## src/rtl/selective_repeat_receiver_core_defines.svh

```systemverilog
// assertion macros shared by the receiver rtl
`ifndef SELECTIVE_REPEAT_RECEIVER_CORE_DEFINES_SVH
`define SELECTIVE_REPEAT_RECEIVER_CORE_DEFINES_SVH
`ifndef SYNTHESIS
`define SRR_ASSERT(lbl, clk, rst, prop, msg) \
   lbl: assert property (@(posedge clk) disable iff (rst) prop) else $error(msg);
`define SRR_ASSERT_NEVER(lbl, clk, rst, expr, msg) \
   lbl: assert property (@(posedge clk) disable iff (rst) !(expr)) else $error(msg);
`else
`define SRR_ASSERT(lbl, clk, rst, prop, msg)
`define SRR_ASSERT_NEVER(lbl, clk, rst, expr, msg)
`endif
`endif

```

## src/rtl/srr_pkg.sv

```systemverilog
// shared constants, types and tables of the selective repeat receiver
package srr_pkg;

   localparam int STORE_DEPTH   = 64;
   localparam int WINDOW_MAX    = 32;
   localparam int PAYLOAD_BYTES = 20;

   localparam int SEQ_W      = 31;
   localparam int SUM_W      = 32;
   localparam int WIN_W      = 6;
   localparam int LO_W       = 64;
   localparam int MID_W      = 64;
   localparam int HI_W       = 32;
   localparam int DATA_W     = LO_W + MID_W + HI_W;
   localparam int PAY_W      = PAYLOAD_BYTES * 8;
   localparam int SLOT_W     = $clog2(STORE_DEPTH);
   localparam int CSUM_STEPS = PAYLOAD_BYTES + 1;
   localparam int STEP_W     = $clog2(CSUM_STEPS);
   localparam int AHEAD_W    = $clog2(WINDOW_MAX + 1);
   localparam int CNT_W      = WIN_W;

   localparam logic [WIN_W-1:0] WINDOW_RESET = WIN_W'(8);

   typedef enum logic [2:0] {
      ST_IDLE,
      ST_CSUM,
      ST_CHECK,
      ST_ACK,
      ST_READ,
      ST_DELIVER
   } state_type;

   typedef enum logic {
      KIND_ACK  = 1'b0,
      KIND_DATA = 1'b1
   } kind_type;

   typedef struct packed {
      logic             start;
      logic [SEQ_W-1:0] seq;
      logic [SEQ_W-1:0] ack;
   } csum_ctl_type;

   typedef struct packed {
      logic             done;
      logic [SUM_W-1:0] sum;
      logic [SUM_W-1:0] pair_sum;
   } csum_sts_type;

   typedef logic [SLOT_W-1:0] slot_tab_type [2**AHEAD_W];

   // distance ahead of the expected packet reduced to a slot offset
   function automatic slot_tab_type make_slot_tab();
      slot_tab_type t;
      for (int i = 0; i < 2**AHEAD_W; i++) begin
         t[i] = SLOT_W'(i % STORE_DEPTH);
      end
      return t;
   endfunction

   localparam slot_tab_type AHEAD_SLOT = make_slot_tab();

endpackage

```

## src/rtl/srr_csum.sv

```systemverilog
// iterative checksum unit: one shared 32-bit adder, one term per cycle
module srr_csum (
   input  logic                         clock,
   input  logic                         reset,
   input  srr_pkg::csum_ctl_type        ctl,
   input  logic [srr_pkg::PAY_W-1:0]    payload,
   output srr_pkg::csum_sts_type        sts
);
   import srr_pkg::*;

   logic              busy_ff, busy_in;
   logic              done_ff, done_in;
   logic [STEP_W-1:0] step_ff, step_in;
   logic [SUM_W-1:0]  acc_ff, acc_in;
   logic [SUM_W-1:0]  pair_ff, pair_in;
   logic [SEQ_W-1:0]  ack_ff, ack_in;
   logic [PAY_W-1:0]  pay_ff, pay_in;
   logic [SUM_W-1:0]  operand;
   logic [SUM_W-1:0]  adder;

   // first step adds the ack number, the rest one sign-extended byte each
   assign operand = (step_ff == '0) ? {1'b0, ack_ff}
                                    : {{(SUM_W-8){pay_ff[7]}}, pay_ff[7:0]};
   assign adder   = acc_ff + operand;

   always_comb begin
      busy_in = busy_ff;
      done_in = 1'b0;
      step_in = step_ff;
      acc_in  = acc_ff;
      pair_in = pair_ff;
      ack_in  = ack_ff;
      pay_in  = pay_ff;
      if (ctl.start) begin
         busy_in = 1'b1;
         step_in = '0;
         acc_in  = {1'b0, ctl.seq};
         ack_in  = ctl.ack;
         pay_in  = payload;
      end else if (busy_ff) begin
         acc_in  = adder;
         step_in = step_ff + STEP_W'(1);
         if (step_ff == '0) begin
            pair_in = adder;
         end else begin
            pay_in = pay_ff >> 8;
         end
         if (step_ff == STEP_W'(CSUM_STEPS - 1)) begin
            busy_in = 1'b0;
            done_in = 1'b1;
         end
      end
   end

   always_ff @(posedge clock) begin
      if (reset) begin
         busy_ff <= 1'b0;
         done_ff <= 1'b0;
      end else begin
         busy_ff <= busy_in;
         done_ff <= done_in;
      end
   end

   always_ff @(posedge clock) begin
      step_ff <= step_in;
      acc_ff  <= acc_in;
      pair_ff <= pair_in;
      ack_ff  <= ack_in;
      pay_ff  <= pay_in;
   end

   assign sts.done     = done_ff;
   assign sts.sum      = acc_ff;
   assign sts.pair_sum = pair_ff;

endmodule

```

## config.mk

```make
export PLATFORM = sky130hd
export DESIGN_NAME = srr_csum
export DESIGN_NICKNAME = d
export VERILOG_FILES = /design/src/rtl/selective_repeat_receiver_core_defines.svh /design/src/rtl/srr_pkg.sv /design/src/rtl/srr_csum.sv
export SDC_FILE = /design/constraint.sdc
export NUM_CORES = 1
export LEC_CHECK = 0
export ABC_AREA = 1
export ABC_CLOCK_PERIOD_IN_PS = 15400
export BUFFER_PORTS_ARGS = -buffer_cell sky130_fd_sc_hd__buf_2
export CAP_MARGIN = 5
export CORE_MARGIN = 2
export CORE_UTILIZATION = 55
export CTS_CLUSTER_DIAMETER = 30
export DETAILED_ROUTE_END_ITERATION = 8
export MAX_ROUTING_LAYER = met4
export PLACE_DENSITY = 0.81
export SYNTH_ARGS = -nofsm -noshare
export SYNTH_HDL_FRONTEND = slang
export SYNTH_SLANG_ARGS = --single-unit
export TNS_END_PERCENT = 30
```

## constraint.sdc

```tcl
create_clock -name clock -period 15.4 [get_ports clock]
set_clock_uncertainty 0.2 [all_clocks]
set_input_delay 3.85 -clock clock [delete_from_list [all_inputs] [get_ports clock]]
set_output_delay 3.85 -clock clock [all_outputs]
set_load 0.02 [all_outputs]
```

== After elaboration in Yosys (flattened, before gate mapping) ==
Index checks and enable logic that the tools add are counted.
Word-level totals
  logic and storage cells: 29
  output and inout bits: 65
  bits in registers: 262
  input bits: 225
Operators by class
  multiplexer cells: 10
  bitwise gates (word level): 2
  add/subtract/negate cells: 2
  reductions and logical operators: 5
  equal/unequal tests: 2
Operators with widths (number)
  160-bit 2-to-1 mux: 3
  31-bit 2-to-1 mux: 2
  32-bit adder: 1
  32-bit 2-to-1 mux: 1
  5-bit by 1-bit adder with 5-bit output, second input constant: 1
  5-bit == test, second input constant: 1
  5-bit logical NOT: 1
  1-bit 2-to-1 mux: 4
  3-bit AND reduction: 1
  3-bit OR reduction: 1
  2-bit != test, second input constant: 1
  1-bit NOT: 2
  2-bit AND reduction: 1
  2-bit nonzero test: 1

== Longest topological paths before layout ==
  depth in word-level cells: 5
  mapped depth: 24
  depth with buffers taken out: 22

== Least setup slack after synthesis ==
Ideal clock, no wire load.
  kind: flip-flop to flip-flop
  from: register step_ff[0]
  to: register pay_ff[0], enable pin
  setup time: 0.900 ns
  path buffers: 1
  arrival time: 12.166 ns
  path slack: 2.134 ns
  required time: 14.300 ns
  stages on the path, launching flop included: 9
  clock period less this slack: 13.266 ns
  path through: dfxtp_1 > inv_1 > ha_1 > inv_1 > nor2_1 > nand3_1 > buf_2 > inv_1 > o21ai_0
On the way
  word-level cells in the longest chain between the ends: 3
RTL lines
  from (decl): line srr_csum.sv:13  | logic [STEP_W-1:0] step_ff, step_in;
  from (signal assigned): line srr_csum.sv:66  | step_ff <= step_in;
  5-bit logical NOT: line srr_csum.sv:43  | if (step_ff == '0) begin
  2-bit != test (no line)
  2-bit AND reduction (no line)
  to (signal assigned): line srr_csum.sv:70  | pay_ff <= pay_in;
  to (decl): line srr_csum.sv:17  | logic [PAY_W-1:0] pay_ff, pay_in;
Every way passes these cells.
A chain may end at the register's enable or synchronous reset.

== Final worst setup path ==
  from: input ctl[62] (netlist name)
  to: register pay_ff[146], enable pin
On the way
  word-level cells in the longest chain between the ends: 2
  elaborated cells between the ends (all ways): 3
  those cells by class: eq/ne: 1; reduce/logical: 2
RTL lines
  from (decl): line srr_csum.sv:5  | input srr_pkg::csum_ctl_type ctl,
  2-bit != test (no line) or 2-bit nonzero test (tied branches)
  2-bit AND reduction (no line) (*)
Every way passes the cells marked *; elsewhere a longest branch is shown, timed or not.

==> out/qor_table.md <==
| Group | Item | This run |
|:---|:---|:---|
| status | Run status | complete, no violations |
| cts | Setup Buffers After CTS | 0 |
| cts | Clock slew at reported path FFs | 0.04 ns |
| yosys | Post-synthesis instance total | 1502 |
| worst setup path | Crit Reg-Reg Startpoint | step_ff[1]$_SDFFE_PP0P_ |
| pwr | Power per Cell Area | 161 nW/um2 |
| hold path | Worst hold stages | 1 |
| place | Number of I/O port buffers | 289 |
| final layout | Multi-input gate area | 4580 um2 |
| worst setup path | Critical Path AT | 6.48 ns |
| floorplanning | Core box area | 23500 um2 |
| sta | Minimum hold slack | 0.283 ns |
| sta | Final sum of negative setup slack | 0 ns |
| final layout | Combined flip-flop and latch cell area | 7790 um2 |
| cts | H-tree Lvls | 2 |
| cts | Cts bufs inserted | 50 |
| worst setup path | Kind of start point of the critical path | input port |
| yosys | Largest area contributor in the netlist | sky130_fd_sc_hd__edfxtp_1 |
| worst setup path | Critical Path RT | 15.36 ns |
| worst setup path | Maximum fanout count along the critical path | 93 |
| cts | CTS root buffer | sky130_fd_sc_hd__clkbuf_16 |
| run | Total of max-cap violations | 0 |
| drt | Routed via count | 10900 |
| sta | Unrepaired setup endpoints after global routing | no |
| drt | DR WL/cell | 15.7 um |
| floorplanning | Die outline width | 158 um |
| yosys | Synth Net Count | 1761 |
| sta | Final critical-path required period | 6.53 ns |
| global routing | Remaining Overflow, GRT | 0 |
| cts | CTS tree | yes |
| cts | CTS max path bufs | 3 |
| hold path | Min-delay src | step_ff[4]$_SDFFE_PP0P_ |
| pwr | Worst IR Drop VDD | 0.109 mV |
| cts | Post-cts hold buffer count | 0 |
| yosys | Share of flip-flops with an asynchronous set or reset | 0% |
| sta | Number of endpoints with negative hold slack in the final report | 0 |
| sta | Actual slew at the worst max-slew pin | 1.17 ns |
| global routing | Largest net degree at the start of global routing | 101 |
| cts | Clock sink count | 262 |
| floorplanning | Cell Rows | 56 |
| yosys | Count of state elements after synthesis | 262 |
| final layout | Most frequent standard cell in the layout excluding fill and tap cells | sky130_fd_sc_hd__nand2_1 |
| yosys | Average footprint of a synthesized cell | 8.73 um2 |
| drt | Detailed router's first-iteration violation count | 842 |
| final layout | Area growth from synthesis to final layout | 26.2% |
| place | HPWL reported at the end of detailed placement | 23.5 mm |
| global routing | First-pass GRT wire length | 51.2 mm |
| yosys | Dominant register cell in the synthesized netlist | sky130_fd_sc_hd__edfxtp_1 |
| yosys | Yosys top cell area share | 58.2% |
| sta | Final setup violation count | 0 |
| cts | Clock latency at the later pin of the worst-skew pair | 0.55 ns |
| yosys | Ranking of synthesized cells by area | sky130_fd_sc_hd__edfxtp_1 58%, sky130_fd_sc_hd__nand2_1 24%, sky130_fd_sc_hd__inv_1 4.2% |
| floorplanning | Starting Density | 55.9% |
| pwr | Post-layout power | 2.67 mW |
| yosys | Distinct cells, synth | 34 |
| final layout | Commonest cells after routing, fill and taps aside | 839 x sky130_fd_sc_hd__nand2_1, 288 x sky130_fd_sc_hd__buf_2, 254 x sky130_fd_sc_hd__edfxtp_1 |
| worst setup path | CP Launch Point | ctl[62] |
| place | Gp weighted congestion | 0.917 |
| floorplanning | Boundary pin count | 290 |
| drt | Via count normalized by instance count | 5.02 |
| floorplanning | Floorplan die height | 158 um |
| yosys | Post-synth design cell area | 13100 um2 |
| drt | Routed WL | 34.0 mm |
| sta | Worst slew margin relative to its limit | 21.8% |
| floorplanning | Die outline area | 25100 um2 |
| drt | Number of nets still failing antenna checks after routing | 0 |
| global routing | Via count of the first global-routing pass | 10400 |
| sta | Slew Viols, Final | 0 |
| final layout | Share of final-layout standard cells stronger than drive strength 1 | 21.7% |
| drt | Pre-Repair DR Iteration Count | 5 |
| worst setup path | Critical Path End Type | register |
| pwr | Lkg Pwr | 8.39 nW |
| drt | Number of design rule violations left after detail routing | 0 |
| yosys | Count of warnings emitted by yosys | 0 |
| global routing | Number of antenna violations at the first check in global routing | 11 |
| cts | Number of gates given a new drive strength after cts | 0 |
| global routing | Total track usage | 27.3% |
| worst setup path | WS Path Type | input port to register |
| hold path | Hold/Removal Path Class | register to register |
| sta | Final worst-path cycle share | 42.4% |
| final layout | Filler cell count | 1823 |
| yosys | Sequential fraction of the synthesis area | 59.4% |
| yosys | Count of flip-flops with a built-in enable after synthesis | 254 |
| final layout | Total Nets Final | 2059 |
| worst setup path | R2R depth | 21 |
| sta | Maximum clock rate | 153 MHz |
## metal layers
| metal | up-vias | wire length [um] | track usage, % |
|---|---|---|---|
| met5 | - | 0 | - |
| met4 | 0 | 1070 | 10.3 |
| met3 | 76 | 2470 | 5.91 |
| met2 | 472 | 16800 | 45.8 |
| met1 | 4962 | 13600 | 32.6 |
| li1 | 5364 | - | - |
## report_power, final
part / internal, mW / switching, mW
clock: 0.722 / 0.356
sequential: 0.911 / 0.0366
combinational: 0.215 / 0.426
total: 1.85 / 0.818
## synth_stat cells, types with 3 or more instances
library cell and count:
sky130_fd_sc_hd__dfxtp_1 8, sky130_fd_sc_hd__nand3_2 4, sky130_fd_sc_hd__nor2_1 43, sky130_fd_sc_hd__and2_1 14, sky130_fd_sc_hd__a21oi_1 20, sky130_fd_sc_hd__xor2_1 9, sky130_fd_sc_hd__clkbuf_1 31, sky130_fd_sc_hd__nor3_2 3
sky130_fd_sc_hd__nand2_2 13, sky130_fd_sc_hd__nand3b_1 3, sky130_fd_sc_hd__edfxtp_1 254, sky130_fd_sc_hd__o21ai_0 7, sky130_fd_sc_hd__xor2_2 3, sky130_fd_sc_hd__nand3_1 36, sky130_fd_sc_hd__ha_1 33, sky130_fd_sc_hd__inv_1 145
sky130_fd_sc_hd__buf_2 15, sky130_fd_sc_hd__nand2_1 839
## registers in the layout (all words and copies together), names as in the netlist
name	count
pair_ff	32
pay_ff	160
ack_ff	31
busy_ff	1
done_ff	1
acc_ff	32
step_ff	5
## per-stage QoR
stage | util, % | cells | area, um2 | setup slack (ns)
after global placement | 63.1 | 2067 | 14800 | 8.37
after CTS | 70.4 | 2156 | 16500 | 8.88
final | 70.5 | 2167 | 16500 | 8.87
after floorplan | - | 1502 | 13100 | 2.13
after detailed placement | 63.1 | 2067 | 14800 | 8.32
after global routing | 70.5 | 2167 | 16500 | 8.65
## logic make-up (layout without fill, tap and decap cells)
family,count (synthesis),count (layout),share of synthesized area (%)
compound gates,31,31,1.25
xor+xnor,14,14,1.11
fa+ha+maj,34,34,3.30
buf+inv,196,531,5.81
flops,262,262,59.4
other cells,0,11,0
simple gates,965,965,29.1
## worst max-delay path: stages
cell and delay, ns:
sky130_fd_sc_hd__buf_6 0.31, sky130_fd_sc_hd__inv_6 0.32, sky130_fd_sc_hd__o21ai_4 0.13, sky130_fd_sc_hd__buf_4 0.80, sky130_fd_sc_hd__buf_4 0.91
## path summary, 6_finish.rpt
path / to / slack (ns)
worst min register to register: step_ff[4]$_SDFFE_PP0P_ / 0.28
worst max register to register: acc_ff[24]$_DFFE_PP_ / 10.80
worst max-delay path: pay_ff[146]$_DFFE_PP_ / 8.87
worst min-delay path: step_ff[4]$_SDFFE_PP0P_ / 0.28
## area by class of cell
| class | instances | share of cell area (%) |
|---|---|---|
| Multi-Input combinational cell | 1044 | 27.7 |
| Clock inverter | 29 | 2.31 |
| Sequential cell | 262 | 47.1 |
| Clock buffer | 60 | 7.92 |
| Antenna cell | 11 | 0.166 |
| Tap cell | 319 | 2.41 |
| Timing Repair Buffer | 295 | 9.05 |
| Inverter | 147 | 3.37 |
(Power assumes the default switching activity.)
